==> src/rtl/sii_pkg.sv <==
// sii_pkg: shared codes and control types for the set intersection block
// used by sii_ctrl, sii_dp and the top level; no dependencies
package sii_pkg;

  localparam int INDEX_W  = 6;
  localparam int FUNC_W   = 2;
  localparam int STATUS_W = 2;
  localparam int IN_W     = 32;

  // item selector codes
  localparam logic [FUNC_W-1:0] FUNC_APPEND_FIRST  = 2'd0;
  localparam logic [FUNC_W-1:0] FUNC_APPEND_SECOND = 2'd1;
  localparam logic [FUNC_W-1:0] FUNC_RUN           = 2'd2;

  // result status codes
  localparam logic [STATUS_W-1:0] ST_OK       = 2'd0;
  localparam logic [STATUS_W-1:0] ST_EMPTY    = 2'd1;
  localparam logic [STATUS_W-1:0] ST_OVERFLOW = 2'd2;

  // commands from controller to datapath
  typedef struct packed {
    logic append;     // accepted append item
    logic run_empty;  // run with an empty list: error result and clear
    logic run_start;  // run begins at first-list entry zero
    logic rd_cur;     // read current first-list entry
    logic latch;      // capture current value, reset scan flags
    logic scan;       // issue reads at scan pointer and advance it
    logic decide;     // report held match if a new one is found, move on
    logic flush;      // closing cycle: final result, clear lists
  } cmd_t;

  // status from datapath to controller
  typedef struct packed {
    logic any_empty;  // one of the lists holds nothing
    logic scan_last;  // scan pointer is at its final address
    logic entry_last; // current entry is the last of the first list
  } stat_t;

endpackage

==> src/rtl/sii_ctrl.sv <==
// sii_ctrl: run sequencer for the set intersection block
// depends on sii_pkg for the command and status structs
module sii_ctrl (
  input  logic                        clk,
  input  logic                        rst_n,
  input  logic                        start,
  input  logic [sii_pkg::FUNC_W-1:0]  in_func,
  input  sii_pkg::stat_t              stat,
  output sii_pkg::cmd_t               cmd,
  output logic                        busy
);

  typedef enum logic [6:0] {
    S_IDLE   = 7'b0000001,
    S_RD_CUR = 7'b0000010,
    S_LATCH  = 7'b0000100,
    S_SCAN   = 7'b0001000,
    S_DRAIN  = 7'b0010000,
    S_DECIDE = 7'b0100000,
    S_FLUSH  = 7'b1000000
  } state_t;

  state_t state_r, state_nxt;
  logic   accept;

  assign accept = start && (state_r == S_IDLE);
  assign busy   = (state_r != S_IDLE);

  always_comb begin
    state_nxt = state_r;
    cmd       = '0;
    unique case (state_r)
      S_IDLE: begin
        if (accept) begin
          if (in_func == sii_pkg::FUNC_APPEND_FIRST ||
              in_func == sii_pkg::FUNC_APPEND_SECOND) begin
            cmd.append = 1'b1;
          end else if (in_func == sii_pkg::FUNC_RUN) begin
            if (stat.any_empty) begin
              cmd.run_empty = 1'b1;
            end else begin
              cmd.run_start = 1'b1;
              state_nxt     = S_RD_CUR;
            end
          end
        end
      end
      S_RD_CUR: begin
        cmd.rd_cur = 1'b1;
        state_nxt  = S_LATCH;
      end
      S_LATCH: begin
        cmd.latch = 1'b1;
        state_nxt = S_SCAN;
      end
      S_SCAN: begin
        cmd.scan = 1'b1;
        if (stat.scan_last) begin
          state_nxt = S_DRAIN;
        end
      end
      S_DRAIN: begin
        state_nxt = S_DECIDE;
      end
      S_DECIDE: begin
        cmd.decide = 1'b1;
        state_nxt  = stat.entry_last ? S_FLUSH : S_RD_CUR;
      end
      S_FLUSH: begin
        cmd.flush = 1'b1;
        state_nxt = S_IDLE;
      end
      default: begin
        state_nxt = S_IDLE;
      end
    endcase
  end

  always_ff @(posedge clk) begin
    if (!rst_n) begin
      state_r <= S_IDLE;
    end else begin
      state_r <= state_nxt;
    end
  end

endmodule

==> src/rtl/sii_dp.sv <==
// sii_dp: list memories, counters, compare pipeline and result registers
// depends on sii_pkg; driven by commands from sii_ctrl
module sii_dp #(
  parameter int DEPTH       = 64,
  parameter int VALUE_WIDTH = 32
) (
  input  logic                          clk,
  input  logic                          rst_n,
  input  sii_pkg::cmd_t                 cmd,
  input  logic [sii_pkg::FUNC_W-1:0]    in_func,
  input  logic signed [sii_pkg::IN_W-1:0] in_value,
  output sii_pkg::stat_t                stat,
  output logic                          out_valid,
  output logic [sii_pkg::INDEX_W-1:0]   out_index,
  output logic                          out_found,
  output logic [sii_pkg::STATUS_W-1:0]  out_status,
  output logic                          out_last
);

  localparam int CW = $clog2(DEPTH + 1);
  localparam int IW = $clog2(DEPTH);

  logic [VALUE_WIDTH-1:0] first_mem  [DEPTH];
  logic [VALUE_WIDTH-1:0] second_mem [DEPTH];

  logic [CW-1:0]          first_cnt_r, second_cnt_r;
  logic                   ovf_r;
  logic [IW-1:0]          i_r, j_r, jd_r;
  logic                   pvld_r, dup_r, common_r, pend_vld_r;
  logic [sii_pkg::INDEX_W-1:0] pend_idx_r;
  logic [VALUE_WIDTH-1:0] cur_r, rd_a_r, rd_b_r;
  logic [IW-1:0]          rd_addr_a;
  logic [VALUE_WIDTH-1:0] wr_val;
  logic [CW-1:0]          scan_end;
  logic                   first_full, second_full, is_match;
  logic [sii_pkg::STATUS_W-1:0] run_status;

  logic                          out_valid_r, out_found_r, out_last_r;
  logic [sii_pkg::INDEX_W-1:0]   out_index_r;
  logic [sii_pkg::STATUS_W-1:0]  out_status_r;

  // sign extend or truncate the incoming value to storage width
  assign wr_val      = VALUE_WIDTH'(in_value);
  assign first_full  = (first_cnt_r == CW'(DEPTH));
  assign second_full = (second_cnt_r == CW'(DEPTH));
  assign rd_addr_a   = cmd.rd_cur ? i_r : j_r;
  assign scan_end    = (CW'(i_r) > second_cnt_r) ? CW'(i_r) : second_cnt_r;
  assign is_match    = common_r && !dup_r;
  assign run_status  = ovf_r ? sii_pkg::ST_OVERFLOW : sii_pkg::ST_OK;

  assign stat.any_empty  = (first_cnt_r == '0) || (second_cnt_r == '0);
  assign stat.scan_last  = ((CW'(j_r) + CW'(1)) == scan_end);
  assign stat.entry_last = ((CW'(i_r) + CW'(1)) == first_cnt_r);

  // list memories
  always_ff @(posedge clk) begin
    if (cmd.append && in_func == sii_pkg::FUNC_APPEND_FIRST && !first_full) begin
      first_mem[first_cnt_r[IW-1:0]] <= wr_val;
    end
    if (cmd.append && in_func == sii_pkg::FUNC_APPEND_SECOND && !second_full) begin
      second_mem[second_cnt_r[IW-1:0]] <= wr_val;
    end
    rd_a_r <= first_mem[rd_addr_a];
    rd_b_r <= second_mem[j_r];
  end

  // fill counts and overflow flag
  always_ff @(posedge clk) begin
    if (!rst_n) begin
      first_cnt_r  <= '0;
      second_cnt_r <= '0;
      ovf_r        <= 1'b0;
    end else if (cmd.run_empty || cmd.flush) begin
      first_cnt_r  <= '0;
      second_cnt_r <= '0;
      ovf_r        <= 1'b0;
    end else if (cmd.append) begin
      if (in_func == sii_pkg::FUNC_APPEND_FIRST) begin
        if (first_full) ovf_r <= 1'b1;
        else first_cnt_r <= first_cnt_r + CW'(1);
      end else begin
        if (second_full) ovf_r <= 1'b1;
        else second_cnt_r <= second_cnt_r + CW'(1);
      end
    end
  end

  // entry and scan pointers, compare pipeline
  always_ff @(posedge clk) begin
    if (!rst_n) begin
      pvld_r <= 1'b0;
    end else begin
      pvld_r <= cmd.scan;
    end
    jd_r <= j_r;
    if (cmd.run_start) begin
      i_r        <= '0;
      pend_vld_r <= 1'b0;
    end
    if (cmd.latch) begin
      cur_r    <= rd_a_r;
      j_r      <= '0;
      dup_r    <= 1'b0;
      common_r <= 1'b0;
    end
    if (cmd.scan) begin
      j_r <= j_r + IW'(1);
    end
    if (pvld_r) begin
      if (jd_r < i_r && rd_a_r == cur_r) dup_r <= 1'b1;
      if (CW'(jd_r) < second_cnt_r && rd_b_r == cur_r) common_r <= 1'b1;
    end
    if (cmd.decide) begin
      i_r <= i_r + IW'(1);
      // hold the newest match until it is known whether another follows
      if (is_match) begin
        pend_vld_r <= 1'b1;
        pend_idx_r <= sii_pkg::INDEX_W'(i_r);
      end
    end
  end

  // result registers
  always_ff @(posedge clk) begin
    if (!rst_n) begin
      out_valid_r <= 1'b0;
    end else begin
      out_valid_r <= cmd.run_empty || cmd.flush ||
                     (cmd.decide && is_match && pend_vld_r);
    end
    if (cmd.run_empty) begin
      out_index_r  <= '0;
      out_found_r  <= 1'b0;
      out_status_r <= sii_pkg::ST_EMPTY;
      out_last_r   <= 1'b1;
    end else if (cmd.flush) begin
      out_index_r  <= pend_vld_r ? pend_idx_r : '0;
      out_found_r  <= pend_vld_r;
      out_status_r <= run_status;
      out_last_r   <= 1'b1;
    end else if (cmd.decide) begin
      out_index_r  <= pend_idx_r;
      out_found_r  <= 1'b1;
      out_status_r <= run_status;
      out_last_r   <= 1'b0;
    end
  end

  assign out_valid  = out_valid_r;
  assign out_index  = out_index_r;
  assign out_found  = out_found_r;
  assign out_status = out_status_r;
  assign out_last   = out_last_r;

endmodule

==> src/rtl/set_intersection_indices.sv <==
// set_intersection_indices: append is taken without leaving idle, start may be high again next cycle
// run with an empty list: one result in the cycle after the run item
// run: each entry i: read, latch, scan max(i, second count) addresses, drain, decide; then flush
// a match leaves when the next one is found, the final one after the closing flush with out_last
// results are one-cycle out_valid strobes; the receiver cannot stall
// synchronous active-low reset empties both lists; no clearing pass, reads past fill counts masked
module set_intersection_indices #(
  parameter int DEPTH       = 64,
  parameter int VALUE_WIDTH = 32
) (
  input  logic                            clk,
  input  logic                            rst_n,
  input  logic                            start,
  output logic                            busy,
  input  logic [sii_pkg::FUNC_W-1:0]      in_func,
  input  logic signed [sii_pkg::IN_W-1:0] in_value,
  output logic                            out_valid,
  output logic [sii_pkg::INDEX_W-1:0]     out_index,
  output logic                            out_found,
  output logic [sii_pkg::STATUS_W-1:0]    out_status,
  output logic                            out_last
);

  // command and status between sequencer and datapath
  sii_pkg::cmd_t  cmd;
  sii_pkg::stat_t stat;

  // sequencer: walks each first-list entry, scans both lists, then reports
  sii_ctrl u_ctrl (
    .clk     (clk),
    .rst_n   (rst_n),
    .start   (start),
    .in_func (in_func),
    .stat    (stat),
    .cmd     (cmd),
    .busy    (busy)
  );

  // datapath: one memory per list, duplicate and membership compare, result regs
  sii_dp #(
    .DEPTH       (DEPTH),
    .VALUE_WIDTH (VALUE_WIDTH)
  ) u_dp (
    .clk        (clk),
    .rst_n      (rst_n),
    .cmd        (cmd),
    .in_func    (in_func),
    .in_value   (in_value),
    .stat       (stat),
    .out_valid  (out_valid),
    .out_index  (out_index),
    .out_found  (out_found),
    .out_status (out_status),
    .out_last   (out_last)
  );

  // a run always ends with its final item as the sequencer goes idle
  a_end_of_run: assert property (@(posedge clk) disable iff (!rst_n)
    $past(rst_n) && $fell(busy) |-> out_valid && out_last)
    else $error("run ended without a final item");

  // the final item only appears once the block is idle again
  a_last_idle: assert property (@(posedge clk) disable iff (!rst_n)
    out_valid && out_last |-> !busy)
    else $error("final item while still busy");

  // intermediate items only while a run is in progress
  a_mid_busy: assert property (@(posedge clk) disable iff (!rst_n)
    out_valid && !out_last |-> busy && out_found)
    else $error("intermediate item outside a run");

  // a match never carries the empty-list status
  a_found_status: assert property (@(posedge clk) disable iff (!rst_n)
    out_valid && out_found |-> out_status != sii_pkg::ST_EMPTY)
    else $error("match reported with empty status");

endmodule
==> config.mk <==
export PLATFORM = sky130hd
export DESIGN_NAME = set_intersection_indices
export DESIGN_NICKNAME = d
export VERILOG_FILES = /design/src/rtl/sii_pkg.sv /design/src/rtl/sii_ctrl.sv /design/src/rtl/sii_dp.sv /design/src/rtl/set_intersection_indices.sv
export SDC_FILE = /design/constraint.sdc
export NUM_CORES = 2
export LEC_CHECK = 0
export BUFFER_PORTS_ARGS = -buffer_cell sky130_fd_sc_hd__buf_2
export CAP_MARGIN = 20
export CORE_MARGIN = 4
export CORE_UTILIZATION = 40
export CTS_CLUSTER_SIZE = 16
export DETAILED_ROUTE_END_ITERATION = 7
export SLEW_MARGIN = 5
export SYNTH_ARGS = -nofsm -noshare
export SYNTH_HDL_FRONTEND = slang
export SYNTH_SLANG_ARGS = --single-unit
==> constraint.sdc <==
create_clock -name clk -period 9.12 [get_ports clk]
set_input_delay 2.28 -clock clk [delete_from_list [all_inputs] [get_ports clk]]
set_output_delay 2.28 -clock clk [all_outputs]
set_load 0.05 [all_outputs]
Yosys cells after proc, flatten, opt, wreduce, memory -nomap -nowiden
Memories as Yosys holds them, arrays and structs flattened. A register that Yosys moved wholly into a read port is not among the register bits.
Cells that the tools add are included.

storage, ports and cells
  memories = 2
  input bits = 37
  word-level logic and storage cells = 135
  register bits = 93
  output and inout port bits = 12
  memory bits (writable) = 4096

cells by class
  reduce and logical (&&, ||, !) cells = 31
  mux-type cells = 49
  add/subtract/negate cells = 6
  bitwise gates (word level) = 4
  eq/ne operators = 22
  magnitude comparators = 3

memories
  name             depth  width  rd ports  clocked after memory_dff  write ports  line          RTL
  u_dp.first_mem   64     32     1         1                         1            sii_dp.sv:23  logic [VALUE_WIDTH-1:0] first_mem [DEPTH];
  u_dp.second_mem  64     32     1         1                         1            sii_dp.sv:24  logic [VALUE_WIDTH-1:0] second_mem [DEPTH];

operator list
  operator                                       number
  == test 32 bit                                 2
  2-to-1 mux 7 bit                               7
  2-to-1 mux 6 bit                               8
  case mux 7 bit (6 select lines)                1
  2-to-1 mux 1 bit                               26
  == test 7 bit, second input constant           3
  adder 6 x 1 -> 7 bit, second input constant    2
  adder 7 x 1 -> 7 bit, second input constant    2
  == test 7 bit                                  2
  logical NOT 7 bit                              2
  adder 6 x 1 -> 6 bit, second input constant    2
  logical AND 1 bit                              10
  2-to-1 mux 2 bit                               5
  AND reduction 3 bit                            3
  != test 2 bit, second input constant           4
  nonzero test 2 bit                             4
  == test 7 x 1 -> 1 bit, second input constant  1
  == test 7 x 2 -> 1 bit, second input constant  1
  == test 7 x 3 -> 1 bit, second input constant  1
  == test 7 x 4 -> 1 bit, second input constant  1
  == test 7 x 5 -> 1 bit, second input constant  1
  == test 7 x 6 -> 1 bit, second input constant  1
  greater-than comparator 6 x 7 -> 1 bit         1
  less-than comparator 6 x 7 -> 1 bit            1
  other kinds (13)                               24

Depth between registers and ports, before layout
  depth after elaboration = 11
  depth in mapped cells = 13
  depth with buffers taken out = 10

Cells and area by module
From an unflattened synthesis, not the netlist that was laid out.

second synthesis, totals
  cells, all modules = 8150
  area total of the unflattened synthesis = 163025.1 sq um

by module, submodules not included
  module    instances  sequential area each (sq um)  cells an instance  area an instance (sq um)
  sii_dp    1          126501.3                      8101               162608.5
  sii_ctrl  1          140.1                         49                 416.6

Worst setup path before layout
OpenSTA, ideal clock, no wires.

  path kind = input to register
  from = input port in_func[1] (netlist bit)
  to = memory u_dp.first_mem[39][0], enable pin
  data arrival time = 6085 ps
  library setup time = 501 ps
  setup slack = 2534 ps
  buffers on the path = 0
  stages on the path = 4
  data required time = 8619 ps
  cell sequence = nand2b_1 a2111oi_4 nand2_1 nor4_1

on the way
  word-level cells in the longest chain between the ends = 9
  elaborated cells on any way between the ends = 10
  classes of those cells = 1 x eq/ne; 5 x mux; 4 x reduce/logical

RTL lines
  what                                                                line                                          RTL
  from (decl)                                                         set_intersection_indices.sv:15                input logic [sii_pkg::FUNC_W-1:0] in_func,
  == test 2 x 1 -> 1 bit / logical NOT 2 bit (equally long branches)  sii_ctrl.sv:36, sii_ctrl.sv:35, sii_dp.sv:57
  logical OR 1 bit                                                    sii_ctrl.sv:35                                if (in_func == sii_pkg::FUNC_APPEND_FIRST ||
  2-to-1 mux 1 bit                                                    sii_ctrl.sv:35
  2-to-1 mux 3 bit                                                    sii_ctrl.sv:34                                if (accept) begin
  2-to-1 mux 3 bit                                                    sii_ctrl.sv:32                                unique case (state_r)
  logical AND 1 bit (*) (2 in series)                                 sii_dp.sv:57                                  if (cmd.append && in_func == sii_pkg::FUNC_APPEND_FIRST && !first_full) begin
  2-to-1 mux 1 bit (*)                                                sii_dp.sv:57
  2-to-1 mux 1 bit (implied by the code) (*)                          sii_dp.sv:58                                  first_mem[first_cnt_r[IW-1:0]] <= wr_val;
  to (decl)                                                           sii_dp.sv:23

Every way passes the cells marked *; elsewhere a longest branch is shown, timed or not.

Worst setup path in the final report
  from = register u_ctrl.state_r[3]
  to = register u_dp.rd_a_r[11], read port of u_dp.first_mem

on the way
  word-level cells in the longest chain between the ends = 3

RTL lines
  what                    line            RTL
  from (decl)             sii_ctrl.sv:23  state_t state_r, state_nxt;
  from (signal assigned)  sii_ctrl.sv:83  state_r <= state_nxt;
  == test 7 x 2 -> 1 bit  sii_ctrl.sv:32
  2-to-1 mux 1 bit        sii_ctrl.sv:32
  2-to-1 mux 6 bit        sii_dp.sv:46    assign rd_addr_a = cmd.rd_cur ? i_r : j_r;
  to (decl)               sii_dp.sv:31    logic [VALUE_WIDTH-1:0] cur_r, rd_a_r, rd_b_r;

No other way between the ends.
A chain may end at the register's enable or synchronous reset.

==> metrics.txt <==
count leader, synth edfxtp_1; Slew HR 16.9%; DR vias 84,200; first-pass GRT wire length 617 mm; Yosys reg bits 4,253; Fillers 34,000; Post-synth top flop edfxtp_1; Worst-Skew Late Latency 980 ps; WL per Instance 29.9 um; Synth async-reset ratio 0%; CTS tree done; DRC Markers 0; CP delay by family, top compound AO/OA/AOI/OAI gates; final design utilization 45.5%; type of origin of the critical path flip-flop; DRT iter0 DRCs 10,800; Post-Route WL 439 mm; endpoints failing hold 0; total track usage 20.6%; CP max FO 111; post-synth top area share 76.5%; Placer Congestion 0.885; CP bufs+invs 1; Mapped Area 163,000 um2; unrepaired setup endpoints after global routing false; largest cells by area after synthesis edfxtp_1, mux4_2, nand2_1; initial antenna violation count 43; Initial Util 40.1%; Slew @ Worst Pin 1250 ps; post-route antenna net violation count 0; fraction of layout instances using a drive strength above 1 18.3%; GRT overflow 0; Syn-to-layout area delta 13.4%; Worst Path Arrival 6500 ps; Final setup viols 0; Netlist cell types 71; Cell Rows 234; DR pass1 iterations 8; Worst Setup End Kind flip-flop; setup TNS 0 ps; Post-Syn Instances 8,708; required time of the worst setup path 9930 ps; minimum clock period 5690 ps; FMAX 176 MHz; vias per cell 5.73; Bufs on Longest Clock Path 4; Post-synth top cells edfxtp_1, nand2_1, mux4_2; post-CTS sizing 0; synth warn 0; fin crit share 62.4%; Post-DP HPWL 256 mm; status finished clean; pwr dens 211 nW/um2; Die X 646 um; cts bufs inserted 423; vias in the first global route 82,600; LEAKAGE 59.6 nW; CTS root buffer clkbuf_16; post-CTS setup buffer count 0; number of nets in the layout 8,958; # clock sinks 4,253; Max-cap violations 0; VDD IR max 0.181 mV; Hold Buf Count CTS 0; slowest stage delay, CP 900 ps; clk_skew 53.7 ps; Max Slew Vio Count 0; number of flops mapped to enable cells by yosys 4,146; Clk pin slew, worst setup/hold paths 60 ps; PortBufs 48; Critical-path top delay cell o21ai_0; Cell Chain, Critical Path nor3_2 -> and4b_1 -> mux2i_4 -> buf_12 -> mux2i_1 -> o22ai_1 -> o21ai_0 -> o2111ai_1 -> nand4b_1; Avg Inst Size Synth 18.7 um2; register area share after synthesis 77.8%; die height 646 um; Mapped Nets 8,767; CP Class reg -> reg; H-tree depth 5; largest net degree at the start of global routing 175; Hold Path Class reg -> reg; Synth area leader edfxtp_1; num ports 49; Core Region 406,000 um2; Die ar. 417,000 um2
==> cells by family (layout without fill, tap and decap cells) <==
group           Yosys count  after routing  share of synthesized area, %
compound gates          703            703                          2.72
xor+xnor                 90             90                         0.489
fa+ha+maj                22             22                         0.169
buf+inv                 513           1050                          1.40
flops                  4253           4253                          77.8
mux                    1125           1125                          12.1
other cells               0             12                             0
simple gates           2002           2002                          5.37
==> area by class of cell <==
type | instances | area, um2 | share of cell area [%]
Tap cell | 5428 | 6790 | 3.68
Clock buffer | 544 | 11400 | 6.16
Timing Repair Buffer | 259 | 2440 | 1.32
Multi-Input combinational cell | 3942 | 35100 | 19.0
Sequential cell | 4253 | 127000 | 68.6
Antenna cell | 12 | 30.0 | 0.0163
Clock inverter | 227 | 2170 | 1.18
Inverter | 20 | 82.6 | 0.0447
==> power by group <==
part / leakage [nW] / switching [W] / internal, W
Sequential: 38.1 / 0.00000737 / 0.0214
Clock: 6.63 / 0.00730 / 0.00971
Combinational: 14.8 / 0.000479 / 0.0000562
==> layout by cell type (no fill, tap or decap), drive strengths merged, types with 20 or more instances in the layout <==
master and count:
ha 22, buf 259, nor4 44, nand4b 23, a31oi 123, nand2 1221
dfxtp 107, nand3 327, and4 20, clkinv 171, mux2i 452, a21oi 142
xnor2 59, clkbuf 544, nor2 180, nor3 20, o21ai 114, inv 36
bufinv 32, o22ai 195, xor2 31, edfxtp 4146, nand4 105, mux4 672
a32oi 52, o2111ai 20
==> metal layers <==
metal | global-route usage, % | vias to the layer above | wire length, um
li1 | - | 35300 | -
met1 | 28.7 | 44500 | 179000
met2 | 32.4 | 3689 | 206000
met5 | 0 | - | 58
met4 | 6.93 | 8 | 16600
met3 | 4.21 | 675 | 37600
==> per-stage QoR <==
step	hold slack, ps	total power [W]	instance area (um2)	instances	setup WS [ps]
2_1_floorplan	346	0.0219	163000	8708	2530
3_3_place_gp	419	0.0224	170000	13900	3110
3_5_place_dp	433	0.0224	171000	13900	3100
4_1_cts	443	0.0393	184000	14700	3570
5_1_grt	490	0.0401	185000	14700	3240
6_report	442	0.0390	185000	14700	3430
==> worst paths after layout <==
kind                     start         endpoint  slack [ps]  cells after the start
max reg2reg  u_ctrl.state_r[3]  u_dp.rd_a_r[11]        3430                      9
max          u_ctrl.state_r[3]  u_dp.rd_a_r[11]        3430                      9
min              u_dp.common_r    u_dp.common_r         440                      2
min reg2reg      u_dp.common_r    u_dp.common_r         440                      2
==> flip-flops by register name, indices dropped and copies added, names as in the netlist, 2 cells and up <==
| name | cells |
|---|---|
| u_dp.first_mem | 2048 |
| u_dp.i_r | 6 |
| u_dp.second_mem | 2048 |
| u_dp.jd_r | 6 |
| u_dp.rd_b_r | 32 |
| u_dp.first_cnt_r | 7 |
| u_dp.second_cnt_r | 7 |
| u_dp.cur_r | 32 |
| u_dp.rd_a_r | 32 |
| u_dp.out_index | 6 |
| u_ctrl.state_r | 7 |
| u_dp.j_r | 6 |
| u_dp.pend_idx_r | 6 |
| u_dp.out_status | 2 |
==> worst min-delay path, stage by stage, from the launching register on <==
cell     delay [ps]
dfxtp_1         310
nand2_1          50
nand2_1          40
No activity file was read; power rests on OpenSTA's default activity.
